--- config.mk ---
export PLATFORM = sky130hd
export DESIGN_NAME = nonrestoring_divider_16_flat
export DESIGN_NICKNAME = d
export VERILOG_FILES = /design/src/hw/rtl/nrd_pkg.sv /design/src/hw/rtl/nrd_if.sv /design/src/hw/rtl/nonrestoring_divider_16.sv /design/src/hw/rtl/nrd_step.sv /design/src/hw/rtl/nrd_fix.sv /design/src/flat_wrapper.sv
export SDC_FILE = /design/constraint.sdc
export NUM_CORES = 1
export LEC_CHECK = 0
export ABC_AREA = 1
export ABC_CLOCK_PERIOD_IN_PS = 5600
export BUFFER_PORTS_ARGS = -buffer_cell sky130_fd_sc_hd__buf_2
export CORE_MARGIN = 2
export CORE_UTILIZATION = 50
export CTS_BUF_LIST = sky130_fd_sc_hd__clkbuf_8
export CTS_CLUSTER_DIAMETER = 80
export DETAILED_ROUTE_END_ITERATION = 16
export HOLD_SLACK_MARGIN = 0.15
export PLACE_DENSITY_LB_ADDON = 0.12
export SLEW_MARGIN = 10
export SYNTH_ARGS = -nofsm -noshare
export SYNTH_HDL_FRONTEND = slang
export SYNTH_HIERARCHICAL = 1
export SYNTH_SLANG_ARGS = --single-unit
--- constraint.sdc ---
create_clock -name clk -period 5.6 [get_ports clk]
set_clock_uncertainty 0.2 [all_clocks]
set_input_delay 1.4 -clock clk [delete_from_list [all_inputs] [get_ports clk]]
set_output_delay 1.4 -clock clk [all_outputs]
set_load 0.02 [all_outputs]
--- src/hw/rtl/nrd_pkg.sv ---
// Package for the 16-bit non-restoring divider.
// Holds the shared width constant; no dependencies.
`default_nettype none

package nrd_pkg;

	// Operand and result width of the divider
	localparam int NRD_WIDTH = 16;

endpackage : nrd_pkg

`default_nettype wire

--- src/hw/rtl/nrd_if.sv ---
// Valid/ready channel interfaces for the divider: operands in, results out.
// Depends on nrd_pkg for the default width.
`default_nettype none

interface nrd_in_if #(
	parameter int WIDTH = nrd_pkg::NRD_WIDTH
) ();
	logic             valid;
	logic             ready;
	logic [WIDTH-1:0] dividend;
	logic [WIDTH-1:0] divisor;

	modport source (output valid, dividend, divisor, input ready);
	modport sink   (input valid, dividend, divisor, output ready);
endinterface : nrd_in_if

interface nrd_out_if #(
	parameter int WIDTH = nrd_pkg::NRD_WIDTH
) ();
	logic             valid;
	logic             ready;
	logic [WIDTH-1:0] quotient;
	logic [WIDTH-1:0] remainder;

	modport source (output valid, quotient, remainder, input ready);
	modport sink   (input valid, quotient, remainder, output ready);
endinterface : nrd_out_if

`default_nettype wire

--- src/hw/rtl/nonrestoring_divider_16.sv ---
// Non-restoring divider top level: a chain of WIDTH step stages and a fix stage.
// Depends on nrd_pkg, nrd_if (nrd_in_if, nrd_out_if), nrd_step and nrd_fix.
//
// Usage:
//   req carries a dividend and a divisor; rsp returns quotient and remainder.
//   Both are valid/ready channels; a transfer happens when valid and ready are
//   both high at a rising edge of clk.
//   A req transfer passes one register stage per recurrence step, then one
//   stage for the corrective add, before it shows on rsp.valid. One operand
//   pair can enter every cycle unless a stalled rsp has filled the pipeline, so
//   sustained throughput is one division per cycle.
//   A zero divisor is not trapped; the steps run as usual.
//   Reset (arst_n low) clears every stage valid bit at once; items in flight
//   are dropped and the pipeline is empty afterwards.
//   When rsp.ready is low, the result is held and the stages behind it keep
//   filling; each stage is ready when it is empty or the stage after it is
//   ready, so bubbles close up. req.ready drops only when every stage holds
//   an item and the result waits.
`default_nettype none

module nonrestoring_divider_16 #(
	parameter int WIDTH = nrd_pkg::NRD_WIDTH
) (
	input  wire logic clk,
	input  wire logic arst_n,
	nrd_in_if.sink    req,
	nrd_out_if.source rsp
);
	import nrd_pkg::*;

	logic [WIDTH:0]   vld_p;
	logic [WIDTH:0]   rdy_p;
	logic [WIDTH-1:0] acc_p [0:WIDTH];
	logic [WIDTH-1:0] quo_p [0:WIDTH];
	logic [WIDTH-1:0] dsr_p [0:WIDTH];

	assign vld_p[0]  = req.valid;
	assign acc_p[0]  = '0;
	assign quo_p[0]  = req.dividend;
	assign dsr_p[0]  = req.divisor;
	assign req.ready = rdy_p[0];

	for (genvar k = 0; k < WIDTH; k++) begin : g_step
		nrd_step #(
			.WIDTH(WIDTH)
		) u_step (
			.clk      (clk),
			.arst_n   (arst_n),
			.valid_in (vld_p[k]),
			.ready_up (rdy_p[k]),
			.acc_in   (acc_p[k]),
			.quo_in   (quo_p[k]),
			.dsr_in   (dsr_p[k]),
			.valid_s1 (vld_p[k+1]),
			.ready_dn (rdy_p[k+1]),
			.acc_s1   (acc_p[k+1]),
			.quo_s1   (quo_p[k+1]),
			.dsr_s1   (dsr_p[k+1])
		);
	end

	nrd_fix #(
		.WIDTH(WIDTH)
	) u_fix (
		.clk      (clk),
		.arst_n   (arst_n),
		.valid_in (vld_p[WIDTH]),
		.ready_up (rdy_p[WIDTH]),
		.acc_in   (acc_p[WIDTH]),
		.quo_in   (quo_p[WIDTH]),
		.dsr_in   (dsr_p[WIDTH]),
		.rsp      (rsp)
	);

`ifndef SYNTHESIS
	// back-pressure reaches the input only with a full pipeline and a stalled result
	a_full_when_blocked: assert property (@(posedge clk) disable iff (!arst_n)
		!req.ready |-> ((&vld_p[WIDTH:1]) && rsp.valid && !rsp.ready))
		else $error("req.ready low while the pipeline has room");

	a_enter_first: assert property (@(posedge clk) disable iff (!arst_n)
		(req.valid && req.ready) |=> vld_p[1])
		else $error("accepted operands did not reach the first stage");

	a_last_hold: assert property (@(posedge clk) disable iff (!arst_n)
		(vld_p[WIDTH] && !rdy_p[WIDTH]) |=> (vld_p[WIDTH] && $stable(quo_p[WIDTH])
			&& $stable(acc_p[WIDTH])))
		else $error("last step lost its item while the fix stage was stalled");
`endif

endmodule : nonrestoring_divider_16

`default_nettype wire

--- src/hw/rtl/nrd_step.sv ---
// One registered step of the non-restoring recurrence.
// Uses nrd_pkg; instantiated WIDTH times by nonrestoring_divider_16.
`default_nettype none

module nrd_step #(
	parameter int WIDTH = nrd_pkg::NRD_WIDTH
) (
	input  wire logic             clk,
	input  wire logic             arst_n,
	input  wire logic             valid_in,
	output logic                  ready_up,
	input  wire logic [WIDTH-1:0] acc_in,
	input  wire logic [WIDTH-1:0] quo_in,
	input  wire logic [WIDTH-1:0] dsr_in,
	output logic                  valid_s1,
	input  wire logic             ready_dn,
	output logic      [WIDTH-1:0] acc_s1,
	output logic      [WIDTH-1:0] quo_s1,
	output logic      [WIDTH-1:0] dsr_s1
);
	import nrd_pkg::*;

	logic             old_neg;
	logic [WIDTH-1:0] acc_sh;
	logic [WIDTH-1:0] addend;
	logic [WIDTH-1:0] acc_nxt;
	logic [WIDTH-1:0] quo_nxt;

	always_comb begin
		old_neg = acc_in[WIDTH-1];
		// shift the next dividend bit into the accumulator
		acc_sh  = {acc_in[WIDTH-2:0], quo_in[WIDTH-1]};
		// a zero accumulator always takes the subtract path
		if (old_neg && (acc_sh != '0)) begin
			addend = dsr_in;
		end else begin
			addend = (~dsr_in) + {{(WIDTH-1){1'b0}}, 1'b1};
		end
		acc_nxt = acc_sh + addend;
		quo_nxt = {quo_in[WIDTH-2:0], ~acc_nxt[WIDTH-1]};
	end

	assign ready_up = !valid_s1 || ready_dn;

	always_ff @(posedge clk or negedge arst_n) begin
		if (!arst_n) begin
			valid_s1 <= 1'b0;
		end else if (ready_up) begin
			valid_s1 <= valid_in;
		end
	end

	// advance the payload only on a transfer into this stage
	always_ff @(posedge clk) begin
		if (ready_up && valid_in) begin
			acc_s1 <= acc_nxt;
			quo_s1 <= quo_nxt;
			dsr_s1 <= dsr_in;
		end
	end

endmodule : nrd_step

`default_nettype wire

--- src/hw/rtl/nrd_fix.sv ---
// Final stage: corrective add of the divisor and the result register.
// Uses nrd_pkg and the nrd_out_if interface.
`default_nettype none

module nrd_fix #(
	parameter int WIDTH = nrd_pkg::NRD_WIDTH
) (
	input  wire logic             clk,
	input  wire logic             arst_n,
	input  wire logic             valid_in,
	output logic                  ready_up,
	input  wire logic [WIDTH-1:0] acc_in,
	input  wire logic [WIDTH-1:0] quo_in,
	input  wire logic [WIDTH-1:0] dsr_in,
	nrd_out_if.source             rsp
);
	import nrd_pkg::*;

	logic             valid_q;
	logic [WIDTH-1:0] quo_q;
	logic [WIDTH-1:0] rem_q;
	logic [WIDTH-1:0] rem_nxt;

	// restore a negative accumulator
	assign rem_nxt  = acc_in[WIDTH-1] ? (acc_in + dsr_in) : acc_in;
	assign ready_up = !valid_q || rsp.ready;

	always_ff @(posedge clk or negedge arst_n) begin
		if (!arst_n) begin
			valid_q <= 1'b0;
		end else if (ready_up) begin
			valid_q <= valid_in;
		end
	end

	always_ff @(posedge clk) begin
		if (ready_up && valid_in) begin
			quo_q <= quo_in;
			rem_q <= rem_nxt;
		end
	end

	assign rsp.valid     = valid_q;
	assign rsp.quotient  = quo_q;
	assign rsp.remainder = rem_q;

endmodule : nrd_fix

`default_nettype wire

--- src/flat_wrapper.sv ---
// flat-port wrapper written by rule: the top's interface ports become plain ports
module nonrestoring_divider_16_flat import nrd_pkg::*;
#(
	parameter int WIDTH = nrd_pkg::NRD_WIDTH
)
  (clk, arst_n, req_valid, req_dividend, req_divisor, req_ready, rsp_valid, rsp_quotient, rsp_remainder, rsp_ready);
  nrd_in_if #(.WIDTH(WIDTH)) req_i ();
  nrd_out_if #(.WIDTH(WIDTH)) rsp_i ();
  input  wire logic clk;
  input  wire logic arst_n;
  input wire logic [$bits(req_i.valid)-1:0] req_valid;
  input wire logic [$bits(req_i.dividend)-1:0] req_dividend;
  input wire logic [$bits(req_i.divisor)-1:0] req_divisor;
  output wire logic [$bits(req_i.ready)-1:0] req_ready;
  output wire logic [$bits(rsp_i.valid)-1:0] rsp_valid;
  output wire logic [$bits(rsp_i.quotient)-1:0] rsp_quotient;
  output wire logic [$bits(rsp_i.remainder)-1:0] rsp_remainder;
  input wire logic [$bits(rsp_i.ready)-1:0] rsp_ready;
  assign req_i.valid = req_valid;
  assign req_i.dividend = req_dividend;
  assign req_i.divisor = req_divisor;
  assign req_ready = req_i.ready;
  assign rsp_valid = rsp_i.valid;
  assign rsp_quotient = rsp_i.quotient;
  assign rsp_remainder = rsp_i.remainder;
  assign rsp_i.ready = rsp_ready;
  nonrestoring_divider_16 #(.WIDTH(WIDTH)) u_core (.clk(clk), .arst_n(arst_n), .req(req_i), .rsp(rsp_i));
endmodule
# == Word level (Yosys, flattened, before mapping) ==
# Index checks and enable logic that the tools add are counted.
# word_totals
regBits,817
latch_bits,0
ramBits,0
romBits,0
inputBits,36
mem_count,0
# op_classes
n_addsub,33
mul,0
n_div,0
magnitude_cmp,0
eq_ne,0
shift,0
muxes,16
n_bitwise,32
n_reduce_logical,81
# op_table
operator,n
$add 16x1->16 const B,16
$add 16x16->16,16
$not 16->16,16
$mux 16,15
$reduce_bool 16->1,15
$logic_and 1x1->1,32
$logic_not 1->1,17
$logic_or 1x1->1,17
$add 1x16->16,1
$not 1->1,16
$mux 15,1

# == Depth between registers and ports, before layout ==
# Gate-level depths: netlist (run 1).
# logic_depth
depth_word,19
mapped_depth,35
depth_no_buf,35

# == Cells and area by module ==
# Netlist (run 1), hierarchy kept.
# modules_own_cells
mod,n_inst,cells_each,area_each_um2,seq_area_each_um2
nrd_step (u_core.g_step[10].u_step ...),9,298,2830.2,1466.4
nrd_step (u_core.g_step[12].u_step ...),2,313,2896.5,1466.4
nrd_step (u_core.g_step[6].u_step ...),2,312,2854.0,1466.4
nrd_step (u_core.g_step[8].u_step),1,311,2907.8,1466.4
nrd_step (u_core.g_step[0].u_step),1,314,2899.0,1466.4
nrd_step (u_core.g_step[9].u_step),1,310,2851.5,1466.4
nrd_fix,1,259,2143.3,985.9
nonrestoring_divider_16,1,1,3.8,0.0

# == Least setup slack after synthesis (run 1) ==
# Ideal clock, no wire load.
# synth_timing
path_kind,input port to flip-flop
start,input port rsp_ready
end,register u_core.g_step[0].u_step.acc_s1[0] (enable)
arrival_ns,5.490
t_required_ns,4.931
slack_ns,-0.559
cell_stages,34
path_buffers,0
path_cell_list,inv_1 > nand2_1 > inv_1 > nand2_1 > inv_1 > nand2_1 > inv_1 > nand2_1 > inv_1 > nand2_1 > inv_1 > nand2_1 > inv_1 > nand2_1 > inv_1 > nand2_1 > inv_1 > nand2_1 > inv_1 > nand2_1 > inv_1 > nand2_1 > inv_1 > nand2_1 > inv_1 > nand2_1 > inv_1 > nand2_1 > inv_1 > nand2_1 > inv_1 > nand2_1 > inv_1 > a21oi_1
# synth_via
elab_chain_cells,18
# synth_lines
item,line,rtl
"start, declared",flat_wrapper.sv:18,input wire logic [$bits(rsp_i.ready)-1:0] rsp_ready;
$logic_or 1x1->1,nrd_fix.sv:26,assign ready_up = !valid_q || rsp.ready;
net u_core.rdy_p[16],nonrestoring_divider_16.sv:32,logic [WIDTH:0] rdy_p;
$logic_or 1x1->1,nrd_step.sv:43,assign ready_up = !valid_s1 || ready_dn;
net u_core.rdy_p[15],nonrestoring_divider_16.sv:32,
$logic_or 1x1->1,nrd_step.sv:43,
net u_core.rdy_p[14],nonrestoring_divider_16.sv:32,
$logic_or 1x1->1,nrd_step.sv:43,
net u_core.rdy_p[13],nonrestoring_divider_16.sv:32,
(+1 left out),--,
net u_core.rdy_p[12],nonrestoring_divider_16.sv:32,
(+1 left out),--,
net u_core.rdy_p[11],nonrestoring_divider_16.sv:32,
(+1 left out),--,
net u_core.rdy_p[10],nonrestoring_divider_16.sv:32,
(+1 left out),--,
net u_core.rdy_p[9],nonrestoring_divider_16.sv:32,
(+1 left out),--,
net u_core.rdy_p[8],nonrestoring_divider_16.sv:32,
(+1 left out),--,
net u_core.rdy_p[7],nonrestoring_divider_16.sv:32,
(+1 left out),--,
net u_core.rdy_p[6],nonrestoring_divider_16.sv:32,
(+1 left out),--,
net u_core.rdy_p[5],nonrestoring_divider_16.sv:32,
(+1 left out),--,
net u_core.rdy_p[4],nonrestoring_divider_16.sv:32,
$logic_or 1x1->1,nrd_step.sv:43,
net u_core.rdy_p[3],nonrestoring_divider_16.sv:32,
$logic_or 1x1->1,nrd_step.sv:43,
net u_core.rdy_p[2],nonrestoring_divider_16.sv:32,
$logic_or 1x1->1,nrd_step.sv:43,
net u_core.rdy_p[1],nonrestoring_divider_16.sv:32,
$logic_or 1x1->1,nrd_step.sv:43,
$logic_and 1x1->1,nrd_step.sv:55,if (ready_up && valid_in) begin
"end signal, assigned",nrd_step.sv:56,acc_s1 <= acc_nxt;
"end, declared",nrd_step.sv:17,"output logic [WIDTH-1:0] acc_s1,"
# The timed path passes the listed nets, and every way through them passes these cells.
# A chain may end at the register's enable or synchronous reset.

# == Worst setup path after layout (run 1) ==
# layout_timing
start,input port rsp_ready
end,output port req_ready
# layout_via
elab_chain_cells,17
# layout_lines
item,line,rtl
$logic_or 1x1->1,nrd_fix.sv:26,
net u_core.rdy_p[16],nonrestoring_divider_16.sv:32,
$logic_or 1x1->1,nrd_step.sv:43,
net u_core.rdy_p[15],nonrestoring_divider_16.sv:32,
$logic_or 1x1->1,nrd_step.sv:43,
net u_core.rdy_p[14],nonrestoring_divider_16.sv:32,
$logic_or 1x1->1,nrd_step.sv:43,
net u_core.rdy_p[13],nonrestoring_divider_16.sv:32,
(+1 left out),--,
net u_core.rdy_p[12],nonrestoring_divider_16.sv:32,
(+1 left out),--,
net u_core.rdy_p[11],nonrestoring_divider_16.sv:32,
(+1 left out),--,
net u_core.rdy_p[10],nonrestoring_divider_16.sv:32,
(+1 left out),--,
net u_core.rdy_p[9],nonrestoring_divider_16.sv:32,
(+1 left out),--,
net u_core.rdy_p[8],nonrestoring_divider_16.sv:32,
(+1 left out),--,
net u_core.rdy_p[7],nonrestoring_divider_16.sv:32,
(+1 left out),--,
net u_core.rdy_p[6],nonrestoring_divider_16.sv:32,
(+1 left out),--,
net u_core.rdy_p[5],nonrestoring_divider_16.sv:32,
(+1 left out),--,
net u_core.rdy_p[4],nonrestoring_divider_16.sv:32,
$logic_or 1x1->1,nrd_step.sv:43,
net u_core.rdy_p[3],nonrestoring_divider_16.sv:32,
$logic_or 1x1->1,nrd_step.sv:43,
net u_core.rdy_p[2],nonrestoring_divider_16.sv:32,
$logic_or 1x1->1,nrd_step.sv:43,
net u_core.rdy_p[1],nonrestoring_divider_16.sv:32,
$logic_or 1x1->1,nrd_step.sv:43,
"end, declared",flat_wrapper.sv:14,output wire logic [$bits(req_i.ready)-1:0] req_ready;
# The timed path passes the listed nets, and every way through them passes these cells.

==> results.cfg, run 1 <==
[global_routing]
gr-usage-all-layers_pct = 22.31
grt_pass1_wl_mm = 172.5
grt_overflow = 0
grt_max_degree = 49
grt_pass1_vias = 32657
grt_antenna_before_repair = 3

[route]
drc = 0
drtAntennaViolNets = 0
routedWlPerCell_um = 16.10
drtIter0Drc = 2252
viasPerCell = 5.017
num_vias = 33823
drt-total-wl_mm = 108.5
first_pass_iters = 5

[power_and_ir_drop]
power.total_mw = 33.70
powerDensity_nw_per_um2 = 639.8
irDropWorstVdd_mv = 0.3865
p_leak_nw = 23.37

[hold_path]
holdPathStages = 0
hp-class = flop to flop

[sta]
fmax_ghz = 0.1885
setup_viol_count_final = 0
slew_violations = 0
worstMarginPinSlew_ps = 1101
relSlewSlack_pct = 26.41
fin_setup_tns_ps = 0
period_minus_slack_ps = 5306
hold_viol = 0
setup_slack_ps = 294.2
period_share_pct = 94.75
hold_ws_ps = 193.4

[clock_network]
clock_latency_ps = 790
path_clk_slew_ps = 60
cts_tree = done
numCtsBuffers = 137
cts_num_sinks = 817
cts-root-buf = clkbuf_8
cts-htree-levels = 4
cts_buffer_depth = 3

[floorplan]
io_pins = 70
row_count = 113
die_height_um = 313.1
dieArea_sq_um = 98040
core_area_sq_um = 94870
fp.dieW_um = 313.1
start_util_pct = 50.36

[layout]
area_growth_pct = 10.24
nets = 5719
mostFrequentLayoutCells = 1313 x nand2_1, 800 x edfxtp_1, 679 x inv_1
fin_cells = 6742
drive_gt1_share_pct = 10.10
final_common_cell = nand2_1

[setup_path]
endpoint_kind = output port
worstRegToRegCells = 16
start_kind = input port
critPathMaxStageDelay_ps = 130
cp.arrival_ps = 3710
path_max_fanout = 2
critPathRequiredTime_ps = 4000
slowest_stage = buf_6
cpMostUsedCell = inv_2
critical_path_class = input port to output port

[logic_synthesis]
synth_compound_area_share_pct = 5.203
synth-simple-area-share_pct = 22.40
yosysSeqAreaShare_pct = 51.17
mappedNetlistArea_sq_um = 47780
synth_warnings = 6
yosys.cell_types.count = 36
synth_mux_area_share_pct = 0
synth_xor_area_share_pct = 7.076
synth-adder-area-share_pct = 8.228
avgSynthCellArea_sq_um = 9.319
ys_ff_latch = 817
syn_inst = 5127
synth_top_family_by_area = simple AND/OR/NAND/NOR gates

[placement]
place_inst = 6488
io_buffers = 69
place_ws_ps = -728.5
dp_hpwl_mm = 85.59
gp_congestion = 0.8970

[status]
status = complete, no violations

[flow_run]
maxCapViolCount = 0
==> flip-flops by register name, summed over array words and instances, names as in the netlist <==
| name | count |
|---|---|
| u_core/u_fix/rsp.quotient | 16 |
| u_core/g_step.u_step/acc_s1 | 256 |
| u_core/g_step.u_step/quo_s1 | 256 |
| u_core/u_fix/rsp.remainder | 16 |
| u_core/g_step.u_step/dsr_s1 | 256 |
| u_core/g_step.u_step/valid_s1 | 16 |
| u_core/u_fix/rsp.valid | 1 |
==> Yosys cell counts, drive strengths merged <==
cell type	number	share of area [%]
xor2	322	5.9
or2	11	0.14
nor2	576	5.0
conb	1	0.0078
a21oi	267	2.8
o21ai	142	1.8
fa	17	0.71
o21a	16	0.25
clkbuf	2	0.016
buf	24	0.65
inv	668	5.2
ha	287	7.5
nand2	1393	11
nand3b	33	0.52
dfrtp	17	0.89
nor3	25	0.30
a21o	16	0.25
xnor2	64	1.2
nand3	418	4.6
a31oi	3	0.039
edfxtp	800	50
nand4	25	0.35
==> layer usage <==
metal | track usage [%] | share of wire [%]
met5 | 0 | 0
met2 | 39.98 | 51
met3 | 3.348 | 3.5
met4 | 9.124 | 3.5
met1 | 26.80 | 42
==> critical path, delay by kind of cell <==
kind | cells | cell delay, ps
buf+inv | 19 | 1350
simple gates | 17 | 920
==> through the flow <==
stage / utilization [%] / cell area [sq um]
finish: 55.52 / 52670
global route: 55.52 / 52670
CTS: 55.42 / 52570
detailed placement: 52.61 / 49910
global placement: 52.61 / 49910
floorplan: - / 47920
==> cell type report <==
| class | instances | area, sq um |
|---|---|---|
| Fill cell | 8583 | 42200 |
| Sequential cell | 817 | 24450 |
| Multi-Input combinational cell | 3648 | 20860 |
| Inverter | 668 | 2507 |
| Clock buffer | 141 | 1941 |
| Tap cell | 1265 | 1583 |
| Timing Repair Buffer | 107 | 686.9 |
| Clock inverter | 94 | 638.1 |
| Antenna cell | 2 | 5.005 |
==> worst paths after layout <==
check	start	endpoint	slack [ps]
worst max-delay path	rsp_ready	req_ready	290
worst min-delay path	u_core/g_step[6].u_step/quo_s1[5]$_DFFE_PP_	u_core/g_step[7].u_step/quo_s1[6]$_DFFE_PP_	190
worst max register to register	u_core/g_step[10].u_step/acc_s1[0]$_DFFE_PP_	u_core/g_step[11].u_step/quo_s1[0]$_DFFE_PP_	2200
worst min register to register	u_core/g_step[6].u_step/quo_s1[5]$_DFFE_PP_	u_core/g_step[7].u_step/quo_s1[6]$_DFFE_PP_	190
max in group asynchronous	arst_n	u_core/g_step[1].u_step/valid_s1$_DFFE_PN0N_	4490
min in group asynchronous	arst_n	u_core/u_fix/rsp.valid$_DFFE_PN0N_	350
==> cells by family (layout without fill, tap and decap cells) <==
kind of cell | count (synthesis) | count (layout)
DFF | 817 | 817
buffers and inverters | 694 | 1010
xor gates and xnor gates | 386 | 386
adders and majority gates | 304 | 304
other | 1 | 35
AOI/OAI and AO/OA | 444 | 444
and+or+nand+nor | 2481 | 2481
==> power breakdown <==
part | total (mW) | switching (mW) | internal (mW)
Sequential | 11.0 | 1.31 | 9.74
Clock | 5.05 | 2.35 | 2.71
Combinational | 17.6 | 11.3 | 6.25
Total | 33.7 | 15.0 | 18.7
==> repair_timing <==
| action | in CTS | in global routing |
|---|---|---|
| buffers inserted | 11 | 6 |
| hold endpoints to repair | 0 | 0 |
| gates resized for setup | 14 | 22 |
| gates cloned | 0 | 0 |
| hold buffers | 0 | 0 |
| setup endpoints to repair | 1 | 1 |
(Power assumes the default switching activity.)
==> run 2: changes to the inputs <==
--- a/config.mk
+++ b/config.mk
@@ -8,6 +8,8 @@
 export ABC_AREA = 1
 export ABC_CLOCK_PERIOD_IN_PS = 5600
 export BUFFER_PORTS_ARGS = -buffer_cell sky130_fd_sc_hd__buf_2
+export CELL_PAD_IN_SITES_DETAIL_PLACEMENT = 0
+export CELL_PAD_IN_SITES_GLOBAL_PLACEMENT = 1
 export CORE_MARGIN = 2
 export CORE_UTILIZATION = 50
 export CTS_BUF_LIST = sky130_fd_sc_hd__clkbuf_8
==> results.cfg, run 2 (synthesis results as in run 1) <==
[status]
status = complete, no violations

[placement]
gp_congestion = 0.8840
dp_hpwl_mm = 86.15
io_buffers = 69
place_inst = 6486

[clock_network]
cts_buffer_depth = 3
cts_tree = done
clock_latency_ps = 820
cts_num_sinks = 817
cts-htree-levels = 4
cts-root-buf = clkbuf_8
numCtsBuffers = 137
ctsHoldBuffers = 0
path_clk_slew_ps = 60

[route]
num_vias = 33649
drtAntennaViolNets = 0
drt-total-wl_mm = 108.4
top_layer_used = met4
wl_met2_mm = 51.25
wl_met3_mm = 5.001
drtIter0Drc = 2415
viasPerCell = 4.987
drc = 0
first_pass_iters = 5
wl_met1_mm = 49.42
routedWlPerCell_um = 16.07

[layout]
drive_gt1_share_pct = 10.29
fin_cells = 6748
fillCellCount = 8616
mostFrequentLayoutCells = 1313 x nand2_1, 800 x edfxtp_1, 681 x inv_1
area_growth_pct = 10.56
nets = 5715
top_regs = u_core/g_step.u_step/acc_s1 x256, u_core/g_step.u_step/dsr_s1 x256, u_core/g_step.u_step/quo_s1 x256
final_common_cell = nand2_1

[setup_path]
cpMostUsedCell = inv_2
cp.arrival_ps = 3770
path_max_fanout = 2
start_kind = input port
critPathMaxStageDelay_ps = 130
slowest_stage = buf_6
critical_path_class = input port to output port
critPathRequiredTime_ps = 4000
endpoint_kind = output port

[floorplan]
core_area_sq_um = 94870
fp.dieW_um = 313.1
io_pins = 70
dieArea_sq_um = 98040
die_height_um = 313.1
start_util_pct = 50.36
row_count = 113

[sta]
relSlewSlack_pct = 28.29
period_share_pct = 95.95
slew_violations = 0
worstMarginPinSlew_ps = 1073
fmax_ghz = 0.1861
hold_viol = 0
setup_viol_count_final = 0
hold_ws_ps = 182.5
period_minus_slack_ps = 5373

[global_routing]
grt_overflow = 0
grt_max_degree = 49
grt_antenna_before_repair = 4
grt_pass1_wl_mm = 173.5
grt_pass1_vias = 32582
gr-usage-all-layers_pct = 22.43

[power_and_ir_drop]
irDropWorstVdd_mv = 0.2776
powerDensity_nw_per_um2 = 640.8
p_leak_nw = 23.46

[flow_run]
maxCapViolCount = 0

[hold_path]
hp-class = flop to flop
run 2: changes by cell type in the layout (fill, tap and decap cells not counted), sizes merged:
cell / previous run / this run
buf: 107 / 103
bufinv: 8 / 6
clkbuf: 141 / 148
clkinv: 39 / 37
clkinvlp: 7 / 4
diode: 2 / 1
inv: 708 / 719
run 2: layout make-up:
cell class,count,area (sq um),area share (%)
sequential,817,24450,46.28
antenna,1,2.502,0.004737
clock buffer,148,2037,3.856
inverter,668,2510,4.752
timing repair buffer,103,669.4,1.267
tap,1265,1583,2.996
clock inverter,98,708.2,1.341
multi-input combinational,3648,20870,39.50
run 2: path summary, 6_finish.rpt:
kind                                                             startpoint                                      endpoint  cells past startpoint  slack, ps
min in group asynchronous                                            arst_n  u_core/g_step[8].u_step/valid_s1$_DFFE_PN0N_                      1        390
max in group asynchronous                                            arst_n  u_core/g_step[1].u_step/valid_s1$_DFFE_PN0N_                      1       4380
worst max register to register  u_core/g_step[0].u_step/acc_s1[0]$_DFFE_PP_   u_core/g_step[1].u_step/quo_s1[0]$_DFFE_PP_                     16       2140
worst min register to register  u_core/g_step[5].u_step/quo_s1[0]$_DFFE_PP_   u_core/g_step[6].u_step/quo_s1[1]$_DFFE_PP_                      0        180
worst min-delay path            u_core/g_step[5].u_step/quo_s1[0]$_DFFE_PP_   u_core/g_step[6].u_step/quo_s1[1]$_DFFE_PP_                      0        180
worst max-delay path                                              rsp_ready                                     req_ready                     36        230
run 2: per-stage QoR:
step	instance area [sq um]	worst slack [ps]	TNS (ps)	utilization, %	total power, mW
2_1_floorplan	47920	82.30	0	-	24.05
3_3_place_gp	49900	-1052	-5908	52.60	28.53
3_5_place_dp	49900	-1082	-7669	52.60	28.56
4_1_cts	52770	11.51	0	55.62	34.05
5_1_grt	52820	-13.29	-13.29	55.68	36.94
6_report	52820	226.6	0	55.68	33.85
run 2: where the power goes:
part	leakage [nW]	total [mW]	switching, mW	internal (mW)
clock	1.54	5.26	2.48	2.78
combinational	13.9	17.6	11.3	6.25
sequential	7.99	11.0	1.26	9.74
run 2: critical path: cells and delay by family:
family,cells,cell delay [ps]
buf+inv,19,1350
simple gates,17,970
run 2: timing repair:
item,in CTS,in global routing
gates resized for setup,23,15
endpoints found under the setup margin,1,1
setup buffers,13,2
run 2: metal layers:
| layer | global-route usage, % | vias to the layer above |
|---|---|---|
| met3 | 3.791 | 144 |
| met2 | 37.24 | 695 |
| met1 | 30.01 | 15366 |
| li1 | - | 17444 |
| met4 | 7.253 | 0 |
| met5 | 0 | - |
